<file path="src/hdl/eva_pkg.sv">
//------------------------------------------------------------------------------
// eva_pkg
// Shared types, character codes and helpers of the enum value assigner.
//------------------------------------------------------------------------------
`default_nettype none

package eva_pkg;

    // Payload widths fixed by the item format.
    localparam int CHAR_W  = 8;
    localparam int POS_W   = 5;
    localparam int VALUE_W = 31;

    typedef logic [CHAR_W-1:0]  t_char;
    typedef logic [VALUE_W-1:0] t_value;

    // Largest value an enumerator can take.
    localparam t_value VALUE_TOP = {VALUE_W{1'b1}};

    // Characters with a meaning in the statement text.
    localparam t_char CH_LBRACE = 8'h7B;
    localparam t_char CH_RBRACE = 8'h7D;
    localparam t_char CH_EQUALS = 8'h3D;
    localparam t_char CH_COMMA  = 8'h2C;
    localparam t_char CH_SPACE  = 8'h20;
    localparam t_char CH_UNDER  = 8'h5F;
    localparam t_char CH_ZERO   = 8'h30;
    localparam t_char CH_NINE   = 8'h39;
    localparam t_char CH_LC_A   = 8'h61;
    localparam t_char CH_LC_Z   = 8'h7A;
    localparam t_char CH_UC_A   = 8'h41;
    localparam t_char CH_UC_Z   = 8'h5A;

    // Emission job handed from the parser to the name buffer.
    typedef struct packed {
        logic   start;
        logic   trunc;
        t_value value;
    } t_job;

    // Write of one name character into the name buffer.
    typedef struct packed {
        logic  en;
        t_char data;
    } t_wr;

    function automatic logic is_digit(input t_char c);
        return (c >= CH_ZERO) && (c <= CH_NINE);
    endfunction

    function automatic logic is_name_char(input t_char c);
        return ((c >= CH_LC_A) && (c <= CH_LC_Z)) ||
               ((c >= CH_UC_A) && (c <= CH_UC_Z)) ||
               is_digit(c) || (c == CH_UNDER);
    endfunction

endpackage

`default_nettype wire

</file>
<file path="src/hdl/eva_in_if.sv">
//------------------------------------------------------------------------------
// eva_in_if
// Input channel: one statement byte per item with a start-of-statement mark.
//------------------------------------------------------------------------------
`default_nettype none

interface eva_in_if;
    logic       valid;
    logic       ready;
    logic [7:0] text_byte;
    logic       statement_start;

    modport source (output valid, output text_byte, output statement_start, input ready);
    modport sink   (input valid, input text_byte, input statement_start, output ready);
endinterface

`default_nettype wire

</file>
<file path="src/hdl/eva_out_if.sv">
//------------------------------------------------------------------------------
// eva_out_if
// Output channel: one enumerator name character per item with its value.
//------------------------------------------------------------------------------
`default_nettype none

interface eva_out_if;
    logic        valid;
    logic        ready;
    logic [7:0]  name_char;
    logic [4:0]  char_pos;
    logic [30:0] item_value;
    logic        last;
    logic        truncated;

    modport source (output valid, output name_char, output char_pos, output item_value,
                    output last, output truncated, input ready);
    modport sink   (input valid, input name_char, input char_pos, input item_value,
                    input last, input truncated, output ready);
endinterface

`default_nettype wire

</file>
<file path="src/hdl/eva_parser.sv">
//------------------------------------------------------------------------------
// eva_parser
// Byte parser: tracks the brace, name and value state and starts emission jobs.
//------------------------------------------------------------------------------
`default_nettype none

module eva_parser #(
    parameter int NAME_MAX = 19
) (
    input  wire                              i_clk,
    input  wire                              i_rst_n,
    eva_in_if.sink                           i_item,
    input  wire                              i_idle,
    output logic [$clog2(NAME_MAX+1)-1:0]    o_len,
    output eva_pkg::t_wr                     o_wr,
    output eva_pkg::t_job                    o_job
);
    import eva_pkg::*;

    localparam int LW = $clog2(NAME_MAX + 1);

    // Parse modes.
    localparam logic [1:0] MODE_BETWEEN = 2'd0;
    localparam logic [1:0] MODE_NAME    = 2'd1;
    localparam logic [1:0] MODE_VALUE   = 2'd2;

    logic          r_seeking, n_seeking;
    logic [1:0]    r_mode, n_mode;
    logic [LW-1:0] r_len, n_len;
    t_value        r_next_value, n_next_value;
    t_value        r_acc, n_acc;
    logic          r_digits_open, n_digits_open;
    logic          r_overflow, n_overflow;

    // State as seen by the current byte, after an optional statement restart.
    logic          s_seeking;
    logic [1:0]    s_mode;
    logic [LW-1:0] s_len;
    t_value        s_next_value;
    t_value        s_acc;
    logic          s_digits_open;
    logic          s_overflow;

    logic                 accept;
    t_char                c;
    logic [VALUE_W+3:0]   acc_x10;
    t_value               acc_sat;
    t_value               val;

    assign i_item.ready = i_idle;
    assign accept       = i_item.valid && i_idle;
    assign c            = i_item.text_byte;

    always_comb begin
        if (i_item.statement_start) begin
            s_seeking     = 1'b1;
            s_mode        = MODE_NAME;
            s_len         = '0;
            s_next_value  = '0;
            s_acc         = '0;
            s_digits_open = 1'b1;
            s_overflow    = 1'b0;
        end else begin
            s_seeking     = r_seeking;
            s_mode        = r_mode;
            s_len         = r_len;
            s_next_value  = r_next_value;
            s_acc         = r_acc;
            s_digits_open = r_digits_open;
            s_overflow    = r_overflow;
        end
    end

    // Decimal accumulation as a shift-add, saturating at the top value.
    assign acc_x10 = {1'b0, s_acc, 3'b000} + {3'b000, s_acc, 1'b0} + (VALUE_W+4)'(c[3:0]);
    assign acc_sat = (acc_x10 > (VALUE_W+4)'(VALUE_TOP)) ? VALUE_TOP : acc_x10[VALUE_W-1:0];
    assign val     = (s_mode == MODE_VALUE) ? s_acc : s_next_value;

    // Next state for the accepted byte.
    always_comb begin
        n_seeking     = r_seeking;
        n_mode        = r_mode;
        n_len         = r_len;
        n_next_value  = r_next_value;
        n_acc         = r_acc;
        n_digits_open = r_digits_open;
        n_overflow    = r_overflow;
        o_wr.en       = 1'b0;
        o_wr.data     = c;
        o_job.start   = 1'b0;
        o_job.trunc   = s_overflow;
        o_job.value   = val;
        o_len         = s_len;
        if (accept) begin
            n_seeking     = s_seeking;
            n_mode        = s_mode;
            n_len         = s_len;
            n_next_value  = s_next_value;
            n_acc         = s_acc;
            n_digits_open = s_digits_open;
            n_overflow    = s_overflow;
            priority if (s_seeking) begin
                if (c == CH_LBRACE) begin
                    n_seeking = 1'b0;
                end
            end else if (c == CH_SPACE) begin
                n_seeking = s_seeking;
            end else if (is_name_char(c)) begin
                if (s_mode == MODE_VALUE) begin
                    if (s_digits_open && is_digit(c)) begin
                        n_acc = acc_sat;
                    end else begin
                        n_digits_open = 1'b0;
                    end
                end else begin
                    n_mode = MODE_NAME;
                    if (s_len < LW'(NAME_MAX)) begin
                        o_wr.en = 1'b1;
                        n_len   = s_len + LW'(1);
                    end else begin
                        n_overflow = 1'b1;
                    end
                end
            end else if (c == CH_EQUALS) begin
                n_mode        = MODE_VALUE;
                n_acc         = '0;
                n_digits_open = 1'b1;
            end else if ((c == CH_COMMA) || (c == CH_RBRACE)) begin
                // A nonempty name is handed to the buffer for read-out.
                if (((s_mode == MODE_NAME) || (s_mode == MODE_VALUE)) && (s_len != '0)) begin
                    o_job.start  = 1'b1;
                    n_next_value = (val == VALUE_TOP) ? VALUE_TOP : val + VALUE_W'(1);
                end
                n_mode        = MODE_BETWEEN;
                n_len         = '0;
                n_overflow    = 1'b0;
                n_acc         = '0;
                n_digits_open = 1'b1;
            end else begin
                n_seeking = s_seeking;
            end
        end
    end

    always_ff @(posedge i_clk) begin
        if (!i_rst_n) begin
            r_seeking     <= 1'b1;
            r_mode        <= MODE_NAME;
            r_len         <= '0;
            r_next_value  <= '0;
            r_acc         <= '0;
            r_digits_open <= 1'b1;
            r_overflow    <= 1'b0;
        end else begin
            r_seeking     <= n_seeking;
            r_mode        <= n_mode;
            r_len         <= n_len;
            r_next_value  <= n_next_value;
            r_acc         <= n_acc;
            r_digits_open <= n_digits_open;
            r_overflow    <= n_overflow;
        end
    end

endmodule

`default_nettype wire

</file>
<file path="src/hdl/eva_name_buf.sv">
//------------------------------------------------------------------------------
// eva_name_buf
// Name store with a registered read port and the character read-out pipeline.
//------------------------------------------------------------------------------
`default_nettype none

module eva_name_buf #(
    parameter int NAME_MAX = 19
) (
    input  wire                              i_clk,
    input  wire                              i_rst_n,
    input  wire [$clog2(NAME_MAX+1)-1:0]     i_len,
    input  eva_pkg::t_wr                     i_wr,
    input  eva_pkg::t_job                    i_job,
    output logic                             o_idle,
    eva_out_if.source                        o_item
);
    import eva_pkg::*;

    localparam int LW = $clog2(NAME_MAX + 1);
    localparam int AW = (NAME_MAX > 1) ? $clog2(NAME_MAX) : 1;

    t_char mem [NAME_MAX];

    // Job registers.
    logic          r_busy;
    logic [LW-1:0] r_k;
    logic [LW-1:0] r_len;
    t_value        r_value;
    logic          r_trunc;

    // Read stage.
    logic          r_rd_valid;
    t_char         r_rd_data;
    logic [LW-1:0] r_rd_pos;
    logic          r_rd_last;
    t_value        r_rd_value;
    logic          r_rd_trunc;

    // Output register.
    logic          r_out_valid;
    t_char         r_out_char;
    logic [POS_W-1:0] r_out_pos;
    t_value        r_out_value;
    logic          r_out_last;
    logic          r_out_trunc;

    logic          take;
    logic          move;
    logic          issue;
    logic [LW-1:0] k_inc;
    logic          k_last;

    assign take   = r_out_valid && o_item.ready;
    assign move   = r_rd_valid && (!r_out_valid || take);
    assign issue  = r_busy && (!r_rd_valid || move);
    assign k_inc  = r_k + LW'(1);
    assign k_last = (k_inc == r_len);
    assign o_idle = !r_busy;

    // Characters are written while the input side is open; reads happen only
    // while a job holds the input off, so the two never meet on one entry.
    always_ff @(posedge i_clk) begin
        if (i_wr.en) begin
            mem[i_len[AW-1:0]] <= i_wr.data;
        end
        if (issue) begin
            r_rd_data <= mem[r_k[AW-1:0]];
        end
    end

    // Job counter walks the stored name one entry per issued read.
    always_ff @(posedge i_clk) begin
        if (!i_rst_n) begin
            r_busy <= 1'b0;
        end else if (i_job.start) begin
            r_busy <= 1'b1;
        end else if (issue && k_last) begin
            r_busy <= 1'b0;
        end
    end

    always_ff @(posedge i_clk) begin
        if (i_job.start) begin
            r_k     <= '0;
            r_len   <= i_len;
            r_value <= i_job.value;
            r_trunc <= i_job.trunc;
        end else if (issue) begin
            r_k <= k_inc;
        end
    end

    // Read stage side information travels with the data.
    always_ff @(posedge i_clk) begin
        if (!i_rst_n) begin
            r_rd_valid <= 1'b0;
        end else if (issue) begin
            r_rd_valid <= 1'b1;
        end else if (move) begin
            r_rd_valid <= 1'b0;
        end
    end

    always_ff @(posedge i_clk) begin
        if (issue) begin
            r_rd_pos   <= r_k;
            r_rd_last  <= k_last;
            r_rd_value <= r_value;
            r_rd_trunc <= r_trunc;
        end
    end

    // Output register holds an item until the receiver takes it.
    always_ff @(posedge i_clk) begin
        if (!i_rst_n) begin
            r_out_valid <= 1'b0;
        end else if (move) begin
            r_out_valid <= 1'b1;
        end else if (take) begin
            r_out_valid <= 1'b0;
        end
    end

    always_ff @(posedge i_clk) begin
        if (move) begin
            r_out_char  <= r_rd_data;
            r_out_pos   <= POS_W'(r_rd_pos);
            r_out_value <= r_rd_value;
            r_out_last  <= r_rd_last;
            r_out_trunc <= r_rd_trunc;
        end
    end

    assign o_item.valid      = r_out_valid;
    assign o_item.name_char  = r_out_char;
    assign o_item.char_pos   = r_out_pos;
    assign o_item.item_value = r_out_value;
    assign o_item.last       = r_out_last;
    assign o_item.truncated  = r_out_trunc;

endmodule

`default_nettype wire

</file>
<file path="src/hdl/enum_value_assigner.sv">
//------------------------------------------------------------------------------
// enum_value_assigner
// Parses C enum statement text and emits each enumerator name with its value.
//------------------------------------------------------------------------------
// Usage:
// i_item carries one statement byte per item; statement_start on a byte
// restarts parsing with that byte. o_item carries one name character per
// item with its position, the enumerator value, a last mark and a flag for
// names longer than NAME_MAX characters (the excess is dropped).
// Most bytes are taken at one per cycle. A ',' or '}' that closes a
// nonempty name holds i_item.ready low while the name store is read, one
// entry per cycle through its registered port. After the delimiter is taken
// the first character passes the job registers, the read stage and the
// output register to o_item; the rest follow one per cycle while the receiver keeps up.
// A stalled receiver holds the output register and the read stage; the
// read-out then waits, and with it the input side.
// Reset clears the parse state and empties the output; the name store is
// not cleared, since only entries written for the current name are read.
//------------------------------------------------------------------------------
`default_nettype none

module enum_value_assigner #(
    parameter int NAME_MAX = 19
) (
    input  wire        i_clk,
    input  wire        i_rst_n,
    eva_in_if.sink     i_item,
    eva_out_if.source  o_item
);
    import eva_pkg::*;

    localparam int LW = $clog2(NAME_MAX + 1);

    logic          idle;
    logic [LW-1:0] len;
    t_wr           wr;
    t_job          job;

    eva_parser #(.NAME_MAX(NAME_MAX)) u_parser (
        .i_clk   (i_clk),
        .i_rst_n (i_rst_n),
        .i_item  (i_item),
        .i_idle  (idle),
        .o_len   (len),
        .o_wr    (wr),
        .o_job   (job)
    );

    eva_name_buf #(.NAME_MAX(NAME_MAX)) u_name_buf (
        .i_clk   (i_clk),
        .i_rst_n (i_rst_n),
        .i_len   (len),
        .i_wr    (wr),
        .i_job   (job),
        .o_idle  (idle),
        .o_item  (o_item)
    );

endmodule

`default_nettype wire

</file>
<file path="src/flat_wrapper.sv">
// flat-port wrapper written by rule: the top's interface ports become plain ports
module enum_value_assigner_flat import eva_pkg::*;
#(
    parameter int NAME_MAX = 19
)
  (i_clk, i_rst_n, i_item_valid, i_item_text_byte, i_item_statement_start, i_item_ready, o_item_valid, o_item_name_char, o_item_char_pos, o_item_item_value, o_item_last, o_item_truncated, o_item_ready);
  eva_in_if i_item_i ();
  eva_out_if o_item_i ();
  input  wire i_clk;
  input  wire i_rst_n;
  input wire logic [$bits(i_item_i.valid)-1:0] i_item_valid;
  input wire logic [$bits(i_item_i.text_byte)-1:0] i_item_text_byte;
  input wire logic [$bits(i_item_i.statement_start)-1:0] i_item_statement_start;
  output wire logic [$bits(i_item_i.ready)-1:0] i_item_ready;
  output wire logic [$bits(o_item_i.valid)-1:0] o_item_valid;
  output wire logic [$bits(o_item_i.name_char)-1:0] o_item_name_char;
  output wire logic [$bits(o_item_i.char_pos)-1:0] o_item_char_pos;
  output wire logic [$bits(o_item_i.item_value)-1:0] o_item_item_value;
  output wire logic [$bits(o_item_i.last)-1:0] o_item_last;
  output wire logic [$bits(o_item_i.truncated)-1:0] o_item_truncated;
  input wire logic [$bits(o_item_i.ready)-1:0] o_item_ready;
  assign i_item_i.valid = i_item_valid;
  assign i_item_i.text_byte = i_item_text_byte;
  assign i_item_i.statement_start = i_item_statement_start;
  assign i_item_ready = i_item_i.ready;
  assign o_item_valid = o_item_i.valid;
  assign o_item_name_char = o_item_i.name_char;
  assign o_item_char_pos = o_item_i.char_pos;
  assign o_item_item_value = o_item_i.item_value;
  assign o_item_last = o_item_i.last;
  assign o_item_truncated = o_item_i.truncated;
  assign o_item_i.ready = o_item_ready;
  enum_value_assigner #(.NAME_MAX(NAME_MAX)) u_core (.i_clk(i_clk), .i_rst_n(i_rst_n), .i_item(i_item_i), .o_item(o_item_i));
endmodule
</file>
<file path="config.mk">
export PLATFORM = sky130hd
export DESIGN_NAME = enum_value_assigner_flat
export DESIGN_NICKNAME = d
export VERILOG_FILES = /design/src/hdl/eva_pkg.sv /design/src/hdl/eva_in_if.sv /design/src/hdl/eva_out_if.sv /design/src/hdl/eva_parser.sv /design/src/hdl/eva_name_buf.sv /design/src/hdl/enum_value_assigner.sv /design/src/flat_wrapper.sv
export SDC_FILE = /design/constraint.sdc
export NUM_CORES = 1
export LEC_CHECK = 0
export BUFFER_PORTS_ARGS = -buffer_cell sky130_fd_sc_hd__buf_2
export CORE_MARGIN = 3
export CORE_UTILIZATION = 30
export DETAILED_ROUTE_END_ITERATION = 16
export GPL_TIMING_DRIVEN = 0
export PLACE_DENSITY = 0.53
export SLEW_MARGIN = 0
export SYNTH_ARGS = -nofsm -noshare
export SYNTH_HDL_FRONTEND = slang
export SYNTH_SLANG_ARGS = --single-unit
</file>
<file path="constraint.sdc">
create_clock -name i_clk -period 10.8 [get_ports i_clk]
set_input_delay 0.54 -clock i_clk [delete_from_list [all_inputs] [get_ports i_clk]]
set_output_delay 0.54 -clock i_clk [all_outputs]
set_load 0.02 [all_outputs]
</file>
## Word-level counts from Yosys, hierarchy flattened

Memory sizes are Yosys's and may differ from the RTL's. A register that Yosys moved wholly into a read port is not among the register bits.
Cells that the tools add are included.

- Register bits: 201
- Memories: 1
- Bits in writable memories: 152
- Input port bits: 13

- Muxes and demuxes: 73
- Order comparisons: 8
- Eq/ne operators: 10
- Reductions and logical operators: 24
- $add $sub $neg: 5

Memory list:

| name | depth | width | rd ports | clocked after Yosys merged registers in | wr ports | RTL line | RTL |
|---|---|---|---|---|---|---|---|
| u_core.u_name_buf.mem | 19 | 8 | 1 | 1 | 1 | eva_name_buf.sv:23 | `t_char mem [NAME_MAX];` |

Operator list:

| kind | count |
|---|---|
| 2-to-1 mux 31 bit | 18 |
| 2-to-1 mux 1 bit | 40 |
| 2-to-1 mux 5 bit | 8 |
| adder 34 x 32 -> 35 bit | 1 |
| adder 35 x 4 -> 35 bit | 1 |
| greater-than comparator 35 x 31 -> 1 bit, second input constant | 1 |
| adder 31 x 1 -> 31 bit, second input constant | 1 |
| equality test 31 bit, second input constant | 1 |
| equality test 8 x 6 -> 1 bit, second input constant | 3 |
| equality test 8 x 7 -> 1 bit, second input constant | 3 |
| greater-or-equal comparator 8 x 7 -> 1 bit, second input constant | 2 |
| <= comparator 8 x 7 -> 1 bit, second input constant | 2 |
| 2-to-1 mux 2 bit | 7 |
| adder 5 x 1 -> 5 bit, second input constant | 2 |
| logical AND 1 bit | 10 |
| greater-or-equal comparator 8 x 6 -> 1 bit, second input constant | 1 |
| <= comparator 8 x 6 -> 1 bit, second input constant | 1 |
| logical OR 1 bit | 7 |
| nonzero test 2 bit | 3 |
| equality test 5 bit | 1 |
| < comparator 5 bit, second input constant | 1 |
| nonzero test 5 bit | 1 |
| zero test 1 bit | 3 |
| equality test 2 x 1 -> 1 bit, second input constant | 1 |
| equality test 2 bit, second input constant | 1 |

## Logic depth before layout (Yosys ltp)

- Depth in word-level cells: 12
- Depth in mapped cells: 23
- Gate-level depth less buffers: 13

## By module

From an unflattened synthesis, not the netlist that was laid out.

- Cell total of the unflattened synthesis: 1440
- Area total of the unflattened synthesis: 18006.0 sq um

By module, submodules not included:

| module | times used | area an instance (sq um) | cells an instance |
|---|---|---|---|
| eva_name_buf | 1 | 10329.9 | 462 |
| eva_parser | 1 | 7676.1 | 978 |

## Least setup slack after synthesis

Ideal clock, no wire load.

- Path type: input to register
- Start: input i_item_statement_start
- End: register u_core.u_name_buf.r_len[0], enable pin
- Stages: 9
- Setup slack: 4.194 ns
- Data required time: 10.276 ns
- Library setup time: 0.524 ns
- Data arrival time: 6.082 ns
- Cell sequence: clkbuf_1 -> buf_2 -> clkbuf_1 -> buf_2 -> clkbuf_1 -> clkbuf_1 -> nor2_1 -> ha_1 -> nor4_1

RTL lines:

| what | RTL line | RTL |
|---|---|---|
| start: declaration | flat_wrapper.sv:13 | `input wire logic [$bits(i_item_i.statement_start)-1:0] i_item_statement_start;` |
| end signal: assignment | eva_name_buf.sv:86 | `r_len <= i_len;` |
| end: declaration | eva_name_buf.sv:28 | `logic [LW-1:0] r_len;` |

==> flow_summary.ini <==
[yosys]
async_flop_share = 0
syn_nets = 1524
ys_types = 79
avgSynthCellArea_um2 = 12.3
yosysTopAreaCell = edfxtp_1
ys_ff_latch = 361
yosysTopAreaCellShare = 0.478
synth_edf_count = 281
synth_cells = 1441
synth-seq-area-share = 0.568
synthTopCellsByArea = edfxtp_1 48%, dfxtp_1 9.1%, mux4_2 5.1%
ys.flop_type = edfxtp_1
netlist_area_um2 = 17700
yosysWarnings = 0

[clock_network]
clkTransAtPathRegs_ns = 0.06
clock_path_buffers = 3
tritoncts = done
post-cts-setup-buffers = 0
numClockSinks = 361
cts_resized = 0
cts_max_level = 2
insertion_delay_ns = 0.54
root_buffer = clkbuf_16
cts_hold_buf = 0
cts-buffers-inserted = 35

[layout]
fill_cells = 5686
fin_nets = 1626
final_util = 0.347
drive_gt1_frac = 0.141
seq_area_um2 = 10000
antenna_cells = 0
multi_input_area_um2 = 7170
syn_to_final_growth_pct = 14.0
layoutNonFillerInstCount = 2335

[sta]
setup_viol = 0
fin_crit_sh = 0.727
tightestPinTransition_ns = 1.22
skew_ns = 0.0139
setup_tns_ns = 0
rsz0062_at_grt = no
slew_headroom = 0.177
finalCriticalPeriod_ns = 7.85
fmax_mhz = 127
final_hold_viol_count = 0
slew_viol_final = 0

[global_routing]
grt_use_total = 0.146
gr-total-overflow = 0
grt_pass1_wl_mm = 71.9
grt_start_max_net_pins = 37
grt_pass1_vias = 12000
antenna_found_initial = 0

[routing]
routed_wirelength_mm = 46.0
drt-vias-per-instance = 5.16
wl_per_cell_um = 19.7
routed-via-count = 12100
drc = 0
drt_pass1_iterations = 5
antenna_left = 0
drt-initial-drc-count = 714

[worst_setup_path]
worst_setup_path_end_kind = flop
critPathArrivalTime_ns = 8.31
worstPathCellList = buf_2 > clkbuf_1 > buf_2 > clkbuf_1 > buf_2 > clkbuf_1 > clkbuf_1 > nor2_1 > ha_1 > buf_4 > buf_4 > buf_2 > buf_2 > buf_2 > mux2i_1 > nor2_1 > ha_1 > nor4b_2 > nand4_1 > nor4_4 > nand2_1 > nand2_1 > nor3_1 > nor3_1
cp_common_cell = buf_2
critPathKind = primary input to flop
slowest_stage = clkbuf_1
crit_required_ns = 11.25
crit_path_start_kind = primary input
crit_path_max_incr_delay_ns = 0.61
cp_max_fo = 10

[power]
power_density_nw_per_um2 = 143
clkPwrFrac = 0.426
p_switching_mw = 0.618
finalPower_mw = 2.89
p_int_mw = 2.27
vdd_drop_max_uv = 136
leakage_nw = 7.12
power.share.combinational = 0.058
seq_power_share = 0.516
switching_share = 0.214

[floorplan]
initial_core_util = 0.304
dieArea_um2 = 61800
pin_count = 61
die_h_um = 249
dieWidth_um = 249
core_area_um2 = 58000
rows = 88

[placement]
dp.cells = 2271
hpwl_mm = 33.5
port_buffers = 59
gp_congestion = 0.916

[run]
max-cap-violations = 0

[status]
status = finished clean

[worst_hold_path]
hold_path.class = primary input to flop
[power by group through the flow]
stage                     Sequential [mW]  Clock (mW)  Combinational (mW)
final                                1.49        1.23               0.167
after global routing                 1.49        1.32               0.180
after CTS                            1.49        1.26               0.169
after detailed placement             1.52           0               0.169
after global placement               1.52           0               0.167
after floorplan                      1.52           0               0.108
[kinds of logic after synthesis]
logic type      share of synthesized area
compound gates                      0.120
simple gates                        0.124
buf+inv                            0.0267
mux                                0.0794
flops                               0.568
fa+ha+maj                          0.0500
xor+xnor                           0.0307
[cell usage after synthesis, types with 16 or more instances]
cell type and number:
clkbuf_1 39, a211oi_1 21, nand3_1 30, ha_1 69, nor2_1 115, o21ai_0 52, inv_1 34, nor3_1 23
nand3b_1 18, xor2_1 23, xnor2_1 39, a22oi_1 17, a21oi_1 113, nand2_1 112, nand4_1 16, nand2b_1 29
buf_2 20, mux4_2 40, nor2b_1 33, mux2i_1 40, edfxtp_1 281, dfxtp_1 80
[metrics by stage]
stage | worst slack [ns] | hold WS [ns] | cell area, um2
2_1_floorplan | 4.19 | 0.400 | 17700
3_3_place_gp | 0.967 | 0.401 | 18900
5_1_grt | 2.51 | 0.346 | 20100
6_report | 2.95 | 0.349 | 20100
4_1_cts | 3.01 | 0.325 | 20100
3_5_place_dp | 2.47 | 0.405 | 19000
[flip-flops by register name, summed over array words and instances (netlist names), 2 cells and up]
register                             flops
u_core.u_name_buf.r_rd_pos               5
u_core.u_name_buf.r_k                    5
u_core.u_name_buf.r_len                  5
u_core.u_parser.r_acc                   31
u_core.u_parser.r_len                    5
u_core.u_name_buf.mem                  152
u_core.u_name_buf.r_value               31
u_core.u_parser.r_next_value            31
u_core.u_name_buf.o_item.name_char       8
u_core.u_name_buf.o_item.item_value     31
u_core.u_name_buf.r_rd_value            31
u_core.u_name_buf.r_rd_data              8
u_core.u_parser.r_mode                   2
u_core.u_name_buf.o_item.char_pos        5
[final timing paths]
kind,slack (ns),cells past startpoint,to,startpoint
max,2.95,24,u_core.u_parser.r_next_value[5],i_item_statement_start
min,0.35,4,u_core.u_name_buf.o_item.valid,o_item_ready
max reg2reg,5.43,17,u_core.u_parser.r_next_value[5],u_core.u_parser.r_mode[0]
min reg2reg,0.41,0,u_core.u_name_buf.o_item.item_value[22],u_core.u_name_buf.r_rd_value[22]
[final cells by class]
type,instances,share of cell area
tap,765,0.0475
buffer,73,0.0169
timing repair buffer,65,0.0181
multi-input combinational,972,0.356
clock inverter,17,0.00994
sequential,361,0.498
clock buffer,47,0.0468
inverter,35,0.00652
[routing by layer]
| metal | global-route usage | wire length (um) | up-vias |
|---|---|---|---|
| li1 | - | - | 5673 |
| met1 | 0.206 | 21200 | 5950 |
| met2 | 0.235 | 21400 | 373 |
| met3 | 0.0201 | 2570 | 62 |
| met4 | 0.0402 | 899 | 0 |
| met5 | 0 | 0 | - |
[worst max-delay path, delay by kind of cell]
kind,cells,cell delay [ns]
buffers and inverters,12,4.31
and+or+nand+nor,9,2.81
adders and majority gates,2,0.46
muxes,1,0.16
[layout by cell type (no fill, tap or decap), types with 21 or more instances in the layout]
cell type and instances:
o21ai_0 52, mux2i_1 40, buf_2 79, nor2_1 115, mux4_2 40, a211oi_1 21, nand2_1 112, xor2_1 23
nand3_1 30, clkbuf_16 36, clkbuf_1 50, edfxtp_1 281, xnor2_1 39, nor3_1 23, nor2b_1 32, ha_1 69
inv_1 33, dfxtp_1 80, a21oi_1 113, nand2b_1 29
No activity file was read; power rests on OpenSTA's default activity.
